<file path="config.mk">
export PLATFORM = sky130hd
export DESIGN_NAME = parity_split_double_stack_flat
export DESIGN_NICKNAME = d
export VERILOG_FILES = /design/src/psds_pkg.sv /design/src/psds_if.sv /design/src/psds_ctrl.sv /design/src/psds_dp.sv /design/src/parity_split_double_stack.sv /design/src/flat_wrapper.sv
export SDC_FILE = /design/constraint.sdc
export NUM_CORES = 1
export LEC_CHECK = 0
export BUFFER_PORTS_ARGS = -buffer_cell sky130_fd_sc_hd__buf_2
export CAP_MARGIN = 30
export CORE_UTILIZATION = 60
export DETAILED_ROUTE_END_ITERATION = 16
export PLACE_DENSITY = 0.89
export SLEW_MARGIN = 20
export SYNTH_ARGS = -nofsm -noshare
export SYNTH_HDL_FRONTEND = slang
export SYNTH_HIERARCHICAL = 1
export SYNTH_SLANG_ARGS = --single-unit
</file>
<file path="constraint.sdc">
create_clock -name i_clk -period 4.5 [get_ports i_clk]
set_clock_uncertainty 0.15 [all_clocks]
set_input_delay 0.675 -clock i_clk [delete_from_list [all_inputs] [get_ports i_clk]]
set_output_delay 0.675 -clock i_clk [all_outputs]
set_load 0.1 [all_outputs]
</file>
<file path="src/psds_pkg.sv">
// shared types and constants for the parity split double stack
package psds_pkg;

    localparam int DATA_W    = 32;
    localparam int CMD_W     = 2;
    localparam int STATUS_W  = 2;
    localparam int DEPTH_F_W = 5;

    // request commands
    typedef enum logic [CMD_W-1:0] {
        CMD_PUSH     = 2'd0,
        CMD_POP_LOW  = 2'd1,
        CMD_POP_HIGH = 2'd2,
        CMD_PEEK     = 2'd3
    } t_command;

    // result status codes
    typedef enum logic [STATUS_W-1:0] {
        STATUS_OK    = 2'd0,
        STATUS_FULL  = 2'd1,
        STATUS_EMPTY = 2'd2
    } t_status;

    // controller to datapath commands
    typedef struct packed {
        logic take;
        logic load;
    } t_dp_cmd;

    // datapath to controller status
    typedef struct packed {
        logic need_read;
    } t_dp_stat;

endpackage

</file>
<file path="src/psds_if.sv">
// request and result channel interfaces
interface psds_req_if;
    logic                              valid;
    logic                              ready;
    logic [psds_pkg::CMD_W-1:0]        command;
    logic signed [psds_pkg::DATA_W-1:0] push_value;

    modport source (output valid, output command, output push_value, input ready);
    modport sink (input valid, input command, input push_value, output ready);
endinterface

interface psds_rsp_if;
    logic                                 valid;
    logic                                 ready;
    logic [psds_pkg::STATUS_W-1:0]        status;
    logic signed [psds_pkg::DATA_W-1:0]   popped_value;
    logic signed [psds_pkg::DATA_W-1:0]   low_top;
    logic                                 low_nonempty;
    logic signed [psds_pkg::DATA_W-1:0]   high_top;
    logic                                 high_nonempty;
    logic [psds_pkg::DEPTH_F_W-1:0]       low_depth;
    logic [psds_pkg::DEPTH_F_W-1:0]       high_depth;

    modport source (output valid, output status, output popped_value, output low_top,
                    output low_nonempty, output high_top, output high_nonempty,
                    output low_depth, output high_depth, input ready);
    modport sink (input valid, input status, input popped_value, input low_top,
                  input low_nonempty, input high_top, input high_nonempty,
                  input low_depth, input high_depth, output ready);
endinterface

</file>
<file path="src/psds_ctrl.sv">
// controller: sequences accept, top reload and result handoff
module psds_ctrl (
    input  logic                i_clk,
    input  logic                i_rst_n,
    input  logic                i_req_valid,
    output logic                o_req_ready,
    output logic                o_rsp_valid,
    input  logic                i_rsp_ready,
    input  psds_pkg::t_dp_stat  i_stat,
    output psds_pkg::t_dp_cmd   o_cmd
);

    typedef enum logic [1:0] {
        S_IDLE,
        S_LOAD,
        S_RESP
    } t_state;

    t_state r_state;
    logic   r_ready;
    logic   r_valid;
    logic   take;

    assign take        = i_req_valid && r_ready;
    assign o_req_ready = r_ready;
    assign o_rsp_valid = r_valid;
    assign o_cmd.take  = take;
    assign o_cmd.load  = (r_state == S_LOAD);

    // state and registered handshake outputs
    always_ff @(posedge i_clk) begin
        if (!i_rst_n) begin
            r_state <= S_IDLE;
            r_ready <= 1'b1;
            r_valid <= 1'b0;
        end else begin
            case (r_state)
                S_IDLE: begin
                    if (take) begin
                        r_ready <= 1'b0;
                        if (i_stat.need_read) begin
                            r_state <= S_LOAD;
                        end else begin
                            r_state <= S_RESP;
                            r_valid <= 1'b1;
                        end
                    end
                end
                S_LOAD: begin
                    r_state <= S_RESP;
                    r_valid <= 1'b1;
                end
                S_RESP: begin
                    if (i_rsp_ready) begin
                        r_state <= S_IDLE;
                        r_valid <= 1'b0;
                        r_ready <= 1'b1;
                    end
                end
                default: begin
                    r_state <= S_IDLE;
                    r_ready <= 1'b1;
                    r_valid <= 1'b0;
                end
            endcase
        end
    end

endmodule

</file>
<file path="src/psds_dp.sv">
// datapath: shared store, stack counts, cached tops and result fields
module psds_dp #(
    parameter int DEPTH = 16
) (
    input  logic                                  i_clk,
    input  logic                                  i_rst_n,
    input  psds_pkg::t_dp_cmd                     i_cmd,
    output psds_pkg::t_dp_stat                    o_stat,
    input  logic [psds_pkg::CMD_W-1:0]            i_command,
    input  logic signed [psds_pkg::DATA_W-1:0]    i_push_value,
    output logic [psds_pkg::STATUS_W-1:0]         o_status,
    output logic signed [psds_pkg::DATA_W-1:0]    o_popped_value,
    output logic signed [psds_pkg::DATA_W-1:0]    o_low_top,
    output logic                                  o_low_nonempty,
    output logic signed [psds_pkg::DATA_W-1:0]    o_high_top,
    output logic                                  o_high_nonempty,
    output logic [psds_pkg::DEPTH_F_W-1:0]        o_low_depth,
    output logic [psds_pkg::DEPTH_F_W-1:0]        o_high_depth
);

    localparam int AW = (DEPTH > 1) ? $clog2(DEPTH) : 1;
    localparam int CW = $clog2(DEPTH + 1);

    logic [psds_pkg::DATA_W-1:0] r_mem [DEPTH];
    logic [psds_pkg::DATA_W-1:0] r_rd_data;
    logic [CW-1:0]               r_low_cnt;
    logic [CW-1:0]               r_high_cnt;
    logic [psds_pkg::DATA_W-1:0] r_low_top;
    logic [psds_pkg::DATA_W-1:0] r_high_top;
    logic [psds_pkg::DATA_W-1:0] r_popped;
    psds_pkg::t_status           r_status;
    logic                        r_load_high;

    psds_pkg::t_command          cmd;
    logic                        full;
    logic                        low_empty;
    logic                        high_empty;
    logic                        low_multi;
    logic                        high_multi;
    logic                        wr_en;
    logic [CW-1:0]               wr_addr_w;
    logic [CW-1:0]               rd_addr_w;

    assign cmd        = psds_pkg::t_command'(i_command);
    assign full       = ({1'b0, r_low_cnt} + {1'b0, r_high_cnt}) >= (CW+1)'(DEPTH);
    assign low_empty  = (r_low_cnt == '0);
    assign high_empty = (r_high_cnt == '0);
    assign low_multi  = (r_low_cnt > CW'(1));
    assign high_multi = (r_high_cnt > CW'(1));

    // a pop that leaves entries behind reloads the new top from the store
    always_comb begin
        o_stat.need_read = 1'b0;
        rd_addr_w        = r_low_cnt - CW'(2);
        case (cmd)
            psds_pkg::CMD_POP_LOW: begin
                o_stat.need_read = low_multi;
                rd_addr_w        = r_low_cnt - CW'(2);
            end
            psds_pkg::CMD_POP_HIGH: begin
                o_stat.need_read = high_multi;
                rd_addr_w        = CW'(DEPTH) - r_high_cnt + CW'(1);
            end
            default: begin
                o_stat.need_read = 1'b0;
            end
        endcase
    end

    // push write address by parity
    always_comb begin
        wr_en     = i_cmd.take && (cmd == psds_pkg::CMD_PUSH) && !full;
        wr_addr_w = i_push_value[0] ? (CW'(DEPTH - 1) - r_high_cnt) : r_low_cnt;
    end

    // shared store, one write and one registered read port
    always_ff @(posedge i_clk) begin
        if (wr_en) begin
            r_mem[wr_addr_w[AW-1:0]] <= i_push_value;
        end
        if (i_cmd.take && o_stat.need_read) begin
            r_rd_data <= r_mem[rd_addr_w[AW-1:0]];
        end
    end

    // stack counts
    always_ff @(posedge i_clk) begin
        if (!i_rst_n) begin
            r_low_cnt  <= '0;
            r_high_cnt <= '0;
        end else if (i_cmd.take) begin
            case (cmd)
                psds_pkg::CMD_PUSH: begin
                    if (!full) begin
                        if (i_push_value[0]) begin
                            r_high_cnt <= r_high_cnt + CW'(1);
                        end else begin
                            r_low_cnt <= r_low_cnt + CW'(1);
                        end
                    end
                end
                psds_pkg::CMD_POP_LOW: begin
                    if (!low_empty) begin
                        r_low_cnt <= r_low_cnt - CW'(1);
                    end
                end
                psds_pkg::CMD_POP_HIGH: begin
                    if (!high_empty) begin
                        r_high_cnt <= r_high_cnt - CW'(1);
                    end
                end
                default: begin
                end
            endcase
        end
    end

    // cached tops, result status and popped value
    always_ff @(posedge i_clk) begin
        if (i_cmd.take) begin
            r_status    <= psds_pkg::STATUS_OK;
            r_popped    <= '0;
            r_load_high <= (cmd == psds_pkg::CMD_POP_HIGH);
            case (cmd)
                psds_pkg::CMD_PUSH: begin
                    if (full) begin
                        r_status <= psds_pkg::STATUS_FULL;
                    end else if (i_push_value[0]) begin
                        r_high_top <= i_push_value;
                    end else begin
                        r_low_top <= i_push_value;
                    end
                end
                psds_pkg::CMD_POP_LOW: begin
                    if (low_empty) begin
                        r_status <= psds_pkg::STATUS_EMPTY;
                    end else begin
                        r_popped <= r_low_top;
                    end
                end
                psds_pkg::CMD_POP_HIGH: begin
                    if (high_empty) begin
                        r_status <= psds_pkg::STATUS_EMPTY;
                    end else begin
                        r_popped <= r_high_top;
                    end
                end
                default: begin
                end
            endcase
        end else if (i_cmd.load) begin
            if (r_load_high) begin
                r_high_top <= r_rd_data;
            end else begin
                r_low_top <= r_rd_data;
            end
        end
    end

    // result fields, empty tops read as zero
    assign o_status        = r_status;
    assign o_popped_value  = r_popped;
    assign o_low_nonempty  = !low_empty;
    assign o_high_nonempty = !high_empty;
    assign o_low_top       = low_empty ? '0 : r_low_top;
    assign o_high_top      = high_empty ? '0 : r_high_top;
    assign o_low_depth     = psds_pkg::DEPTH_F_W'(r_low_cnt);
    assign o_high_depth    = psds_pkg::DEPTH_F_W'(r_high_cnt);

endmodule

</file>
<file path="src/parity_split_double_stack.sv">
// two stacks in one store, steered by the parity of the pushed value
// Usage:
//   i_req carries one request: command (push, pop low, pop high, peek) and
//   push_value. Even values go to the low stack (grows up from entry 0),
//   odd values to the high stack (grows down from entry DEPTH-1).
//   o_rsp returns exactly one result per request: status, popped value,
//   both tops with non-empty flags and both depths after the request.
// Timing:
//   Requests are handled one at a time. A push, peek, refused request or a
//   pop that empties its stack shows its result in the cycle after acceptance;
//   a pop that leaves entries behind first passes through a load state for the
//   registered read of the new top from the single store read port.
//   A new request is taken only after the previous result has been handed off.
// Reset:
//   Synchronous active-low reset empties both stacks; store contents are
//   not cleared and are never read before being written.
// Stall:
//   While the receiver holds ready low the result stays on o_rsp and no new
//   request is taken.
module parity_split_double_stack #(
    parameter int DEPTH = 16
) (
    input  logic         i_clk,
    input  logic         i_rst_n,
    psds_req_if.sink     i_req,
    psds_rsp_if.source   o_rsp
);

    psds_pkg::t_dp_cmd  cmd;
    psds_pkg::t_dp_stat stat;

    psds_ctrl u_ctrl (
        .i_clk       (i_clk),
        .i_rst_n     (i_rst_n),
        .i_req_valid (i_req.valid),
        .o_req_ready (i_req.ready),
        .o_rsp_valid (o_rsp.valid),
        .i_rsp_ready (o_rsp.ready),
        .i_stat      (stat),
        .o_cmd       (cmd)
    );

    psds_dp #(
        .DEPTH (DEPTH)
    ) u_dp (
        .i_clk           (i_clk),
        .i_rst_n         (i_rst_n),
        .i_cmd           (cmd),
        .o_stat          (stat),
        .i_command       (i_req.command),
        .i_push_value    (i_req.push_value),
        .o_status        (o_rsp.status),
        .o_popped_value  (o_rsp.popped_value),
        .o_low_top       (o_rsp.low_top),
        .o_low_nonempty  (o_rsp.low_nonempty),
        .o_high_top      (o_rsp.high_top),
        .o_high_nonempty (o_rsp.high_nonempty),
        .o_low_depth     (o_rsp.low_depth),
        .o_high_depth    (o_rsp.high_depth)
    );

endmodule
</file>
<file path="src/flat_wrapper.sv">
// flat-port wrapper written by rule: the top's interface ports become plain ports
module parity_split_double_stack_flat 
#(
    parameter int DEPTH = 16
)
  (i_clk, i_rst_n, i_req_valid, i_req_command, i_req_push_value, i_req_ready, o_rsp_valid, o_rsp_status, o_rsp_popped_value, o_rsp_low_top, o_rsp_low_nonempty, o_rsp_high_top, o_rsp_high_nonempty, o_rsp_low_depth, o_rsp_high_depth, o_rsp_ready);
  psds_req_if i_req_i ();
  psds_rsp_if o_rsp_i ();
  input  logic i_clk;
  input  logic i_rst_n;
  input wire logic [$bits(i_req_i.valid)-1:0] i_req_valid;
  input wire logic [$bits(i_req_i.command)-1:0] i_req_command;
  input wire logic [$bits(i_req_i.push_value)-1:0] i_req_push_value;
  output wire logic [$bits(i_req_i.ready)-1:0] i_req_ready;
  output wire logic [$bits(o_rsp_i.valid)-1:0] o_rsp_valid;
  output wire logic [$bits(o_rsp_i.status)-1:0] o_rsp_status;
  output wire logic [$bits(o_rsp_i.popped_value)-1:0] o_rsp_popped_value;
  output wire logic [$bits(o_rsp_i.low_top)-1:0] o_rsp_low_top;
  output wire logic [$bits(o_rsp_i.low_nonempty)-1:0] o_rsp_low_nonempty;
  output wire logic [$bits(o_rsp_i.high_top)-1:0] o_rsp_high_top;
  output wire logic [$bits(o_rsp_i.high_nonempty)-1:0] o_rsp_high_nonempty;
  output wire logic [$bits(o_rsp_i.low_depth)-1:0] o_rsp_low_depth;
  output wire logic [$bits(o_rsp_i.high_depth)-1:0] o_rsp_high_depth;
  input wire logic [$bits(o_rsp_i.ready)-1:0] o_rsp_ready;
  assign i_req_i.valid = i_req_valid;
  assign i_req_i.command = i_req_command;
  assign i_req_i.push_value = i_req_push_value;
  assign i_req_ready = i_req_i.ready;
  assign o_rsp_valid = o_rsp_i.valid;
  assign o_rsp_status = o_rsp_i.status;
  assign o_rsp_popped_value = o_rsp_i.popped_value;
  assign o_rsp_low_top = o_rsp_i.low_top;
  assign o_rsp_low_nonempty = o_rsp_i.low_nonempty;
  assign o_rsp_high_top = o_rsp_i.high_top;
  assign o_rsp_high_nonempty = o_rsp_i.high_nonempty;
  assign o_rsp_low_depth = o_rsp_i.low_depth;
  assign o_rsp_high_depth = o_rsp_i.high_depth;
  assign o_rsp_i.ready = o_rsp_ready;
  parity_split_double_stack #(.DEPTH(DEPTH)) u_core (.i_clk(i_clk), .i_rst_n(i_rst_n), .i_req(i_req_i), .o_rsp(o_rsp_i));
endmodule
</file>
==> flow_results.org <==
** Finish
- At the end of the flow, the number of nets in the layout was around 1600.
- Cells with a size suffix above 1 make up 30.7% of the layout.
- Combined area of the multi-input logic cells :: 6080 sq um
- Fill cell total of the finished layout :: 2284
- Registers take 19600 sq um.
- Non-filler instance count after layout :: roughly 2100
- Relative to the synthesized area, the layout overhead comes to 14.0%.

** Floorplan
- Area enclosed by the die boundary :: approximately 44000 sq um
- In this run the core area contains 75 standard-cell rows.
- The initial utilization of the core area, before any placement, comes to about three fifths.
- The die is ~210 microns wide.
- 150 I/O pins were placed.
- After floorplanning, the core was sized to cover ~42000 sq um.
- Y dimension of the die :: roughly 210 microns

** Min path
- Worst min path class :: in2reg
- Worst hold path startpoint :: i_req_valid
- The worst hold path was traced through 2 stages.

** STA
- For the pin with the worst max-slew slack, the measured transition is ~730 ps.
- Total negative slack for setup checks :: 0 ps
- Part of the cycle the worst path needs :: 89.7%
- Number of failing hold endpoints at the final stage :: 0
- Setup violation total in the final timing report :: 0
- In this run the tightest slew margin relative to its limit is between 50% and 60%.
- Final Max Slew Viols :: 0
- Shortest period the worst path allows :: roughly 4000 ps
- In the post-route analysis, the smallest setup slack over all paths is between 400 and 500 ps.
- Setup repair after global routing left no endpoint under its margin.
- Based on the critical path, the design can be clocked at up to around 250 MHz.

** Critical path
- R2r startpoint :: u_core/u_dp/o_low_depth[1]
- Largest stage delay, worst path :: 680 ps
- CP dominant cell by count :: and4_1
- First element of the critical path :: u_core/u_dp/o_low_depth[1]
- Register-to-Register Path Depth :: 7
- Following the worst setup path forward leads to its endpoint at u_core/u_dp/r_mem[6][22].
- Number of buffer and inverter stages on the critical path :: 1
- CP max stage cell :: nor2_4
- At the worst endpoint, the required time is about 4600 ps.
- Reg2Reg Capture Point :: u_core/u_dp/r_mem[6][22]
- For the worst setup path, the data arrival time is about 4100 ps.
- By startpoint and endpoint, the worst setup path is classified as reg2reg.
- STA classifies the critical path endpoint as a flip-flop.
- Critical Path Fanout Max :: 19
- Cell count along the critical path :: 7
- Category of cells accounting for the largest share of critical-path delay :: simple AND/OR/NAND/NOR gates
- The worst setup path is launched from a flip-flop.
- Internal reg-to-reg setup slack :: roughly 460 ps
- Series of cell instances along the critical path :: ha_1, and4_1, o21ai_1, and4_1, nand3_1, nor2_4, buf_4

** Logic synthesis
- Most common flop cell mapped by yosys :: edfxtp_1
- Register bit count reported by yosys :: ~660
- Yosys printed 6 warnings.
- Netlist area before placement :: about 26000 sq um
- Sequential elements use between 70% and 80% of the synthesized area.
- After Yosys synthesis, and, or, nand and nor cells account for roughly 4.6% of the synthesized area.
- Main combinational cell family by area after synthesis :: multiplexers
- Proportion of synthesized area in mux cells :: between 10% and 20%
- The synthesized netlist devotes 0.101% of its cell area to XOR and XNOR gates.
- Gate count of the mapped netlist :: around 1300
- Of the total synthesized cell area, the portion taken by full adders, half adders and majority gates is 1.06%.
- A synthesized cell averages 19.7 sq um.
- Post-synth cell types :: 52
- The synthesized netlist devotes under 10% of its cell area to compound gates.
- Post-synthesis async set-or-reset flop share :: 0%
- When the netlist entered floorplanning its net count stood at 1376.
- Count of flip-flops with a built-in enable after synthesis :: 643

** Power
- Total power for the finished layout comes to ~13 mW.
- For this design the static power due to leakage is around 10 nW.
- For this design the ratio of total power to cell area is ~450 nW/um^2.
- The worst-case IR drop observed on VDD is between 200 and 300 uV.

** Routing
- In the routed design, unresolved DRC markers number 0.
- Across all layers, the routed design uses around 14000 vias.
- Routed wire length :: ~64000 microns
- The detail route stage leaves a number of antenna-violating nets equal to 0.
- The first routing iteration left about 2200 violations.
- Dividing the detail-routed via count by the number of cells gives around 7.
- The first TritonRoute pass finished after 5 iterations.
- Dividing the detail-routed wire length by the instance count gives 30.5 microns.

** Place
- Number of port buffers :: around 150
- Before CTS, the worst setup slack after placement is between 700 and 800 ps.
- Final RePlAce weighted congestion :: slightly above 0.8
- Post-detailed-placement half-perimeter wirelength :: about 36000 microns
- In this run, placement finished with an instance count of 1979.

** Clock network
- Maximum root-to-sink buffer count :: 3
- In this run, post-CTS hold repair placed 0 buffers.
- Clock root buffer :: clkbuf_16
- Clock sinks :: about 660
- Buffers inserted during clock tree synthesis total 59.
- H-tree levels :: 2
- PostCTS Resize Cnt :: 0
- Post-CTS Repair Setup Buffers :: 0
- Later-pin clock latency in the skew report :: ~600 ps
- Post-CTS clock slew at the launch and capture registers of the worst setup and hold paths :: roughly 70 ps
- TritonCTS built the clock tree.

** Global route
- The layer flagged by global routing as most heavily used is met2.
- Initial antenna violation count :: 4
- Pin count of the biggest net entering global routing :: about 70
- Met2 usage in global routing :: ~45%
- Global routing consumed, on the met3 layer, 7.54% of the routing resources.
- Vias in the first global route :: between 10000 and 15000
- Remaining global-route overflow :: 0
- Global Route Usage Sum :: between 20% and 30%
- First-pass GRT wire length :: between 90000 and 100000 microns
- Global routing used between 40% and 50% of the available met1 tracks.

** Outcome
- Outcome :: finished, final reports clean

** Run
- Maxcap violations :: 0
worst min-delay path by stage:
stage                                       endpoint
after floorplan            u_core/u_dp/r_high_top[0]
after global placement     u_core/u_ctrl/o_req_ready
after detailed placement  u_core/u_dp/r_high_top[16]
after CTS                  u_core/u_ctrl/o_req_ready
after global routing       u_core/u_ctrl/o_req_ready
final                      u_core/u_ctrl/o_req_ready
report_power, final:
part           switching [mW]  internal, mW
Sequential             0.0289          6.80
Combinational            1.18         0.450
Clock                    2.17          2.75
Total                    3.38          10.0
cell usage in the layout (no fill, tap or decap), drive strengths merged, types with 22 or more instances in the layout:
| cell | synthesis | final |
|---|---|---|
| mux2 | 34 | 34 |
| nand2 | 109 | 109 |
| buf | 37 | 195 |
| clkbuf | 32 | 69 |
| edfxtp | 643 | 643 |
| a21boi | 40 | 40 |
| a22oi | 65 | 65 |
| nor2 | 26 | 26 |
| nor2b | 37 | 37 |
| and2 | 34 | 34 |
| ha | 22 | 22 |
| mux4 | 128 | 128 |
| clkinv | 0 | 27 |
state kept, by name, indices dropped and copies added (netlist names):
name,flops
u_core/u_dp/o_low_depth,5
u_core/u_dp/r_rd_data,32
u_core/u_dp/o_status,2
u_core/u_ctrl/o_rsp_valid,1
u_core/u_ctrl/o_req_ready,1
u_core/u_dp/o_high_depth,5
u_core/u_dp/o_popped_value,32
u_core/u_dp/r_load_high,1
u_core/u_dp/r_low_top,32
u_core/u_ctrl/r_state,2
u_core/u_dp/r_mem,512
u_core/u_dp/r_high_top,32
final cells by class:
| type | instances | share of cell area (%) |
|---|---|---|
| sequential | 657 | 66.3 |
| inverter | 14 | 0.178 |
| tap | 539 | 2.28 |
| multi-input combinational | 576 | 20.6 |
| timing repair buffer | 195 | 4.30 |
| clock buffer | 69 | 5.27 |
| antenna | 2 | 0.0169 |
| clock inverter | 38 | 1.06 |
logic make-up (layout without fill, tap and decap cells):
| family | Yosys count | after routing |
|---|---|---|
| buffers and inverters | 83 | 316 |
| muxes | 172 | 172 |
| xor gates and xnor gates | 3 | 3 |
| DFF | 657 | 657 |
| AOI/OAI and AO/OA | 140 | 140 |
| other | 0 | 2 |
| adders and majority gates | 22 | 22 |
| and+or+nand+nor | 239 | 239 |
worst reg2reg max path, cell delays in order, from the launching register on:
cell	delay [ps]
dfxtp_1	590
ha_1	310
and4_1	200
o21ai_1	330
and4_1	420
nand3_1	580
nor2_4	680
buf_4	430
per-layer routing:
metal,vias to the layer above,wire length [microns]
met5,-,23
met1,7258,23300
met4,4,1850
li1,5677,-
met3,133,8390
met2,1290,30200
Yosys cell counts, types with 2 or more instances:
master	count	area, sq um
edfxtp_1	643	19300
mux4_2	128	2880
nand2_1	109	409
a22oi_1	65	488
nor2b_1	37	231
and2_1	34	213
mux2_2	34	383
clkbuf_1	32	120
a21boi_0	27	203
nor2_1	26	97.6
ha_1	22	275
buf_2	16	80.1
dfxtp_1	14	280
buf_4	13	97.6
inv_1	13	48.8
a21boi_1	12	90.1
mux2i_1	10	100
a31oi_1	8	50.1
nand3_1	6	30.0
buf_1	5	18.8
nor3_1	5	25.0
o21ai_0	5	25.0
o31ai_1	5	37.5
a21oi_1	4	20.0
and4_1	3	26.3
buf_6	3	33.8
nand2b_1	3	18.8
or4_1	3	22.5
a21o_1	2	15.0
a32o_1	2	20.0
nor4b_2	2	30.0
o21ai_1	2	10.0
o311a_1	2	20.0
or3_1	2	12.5
xor2_1	2	17.5
through the flow:
step | util, % | hold WS (ps) | instance area [sq um]
floorplan | - | 348 | 25900
global placement | 65.4 | 379 | 27600
detailed placement | 65.4 | 410 | 27600
CTS | 69.8 | 140 | 29500
global route | 69.9 | 164 | 29500
finish | 69.9 | 160 | 29500
Note: power is estimated with default switching activity, not from simulation.
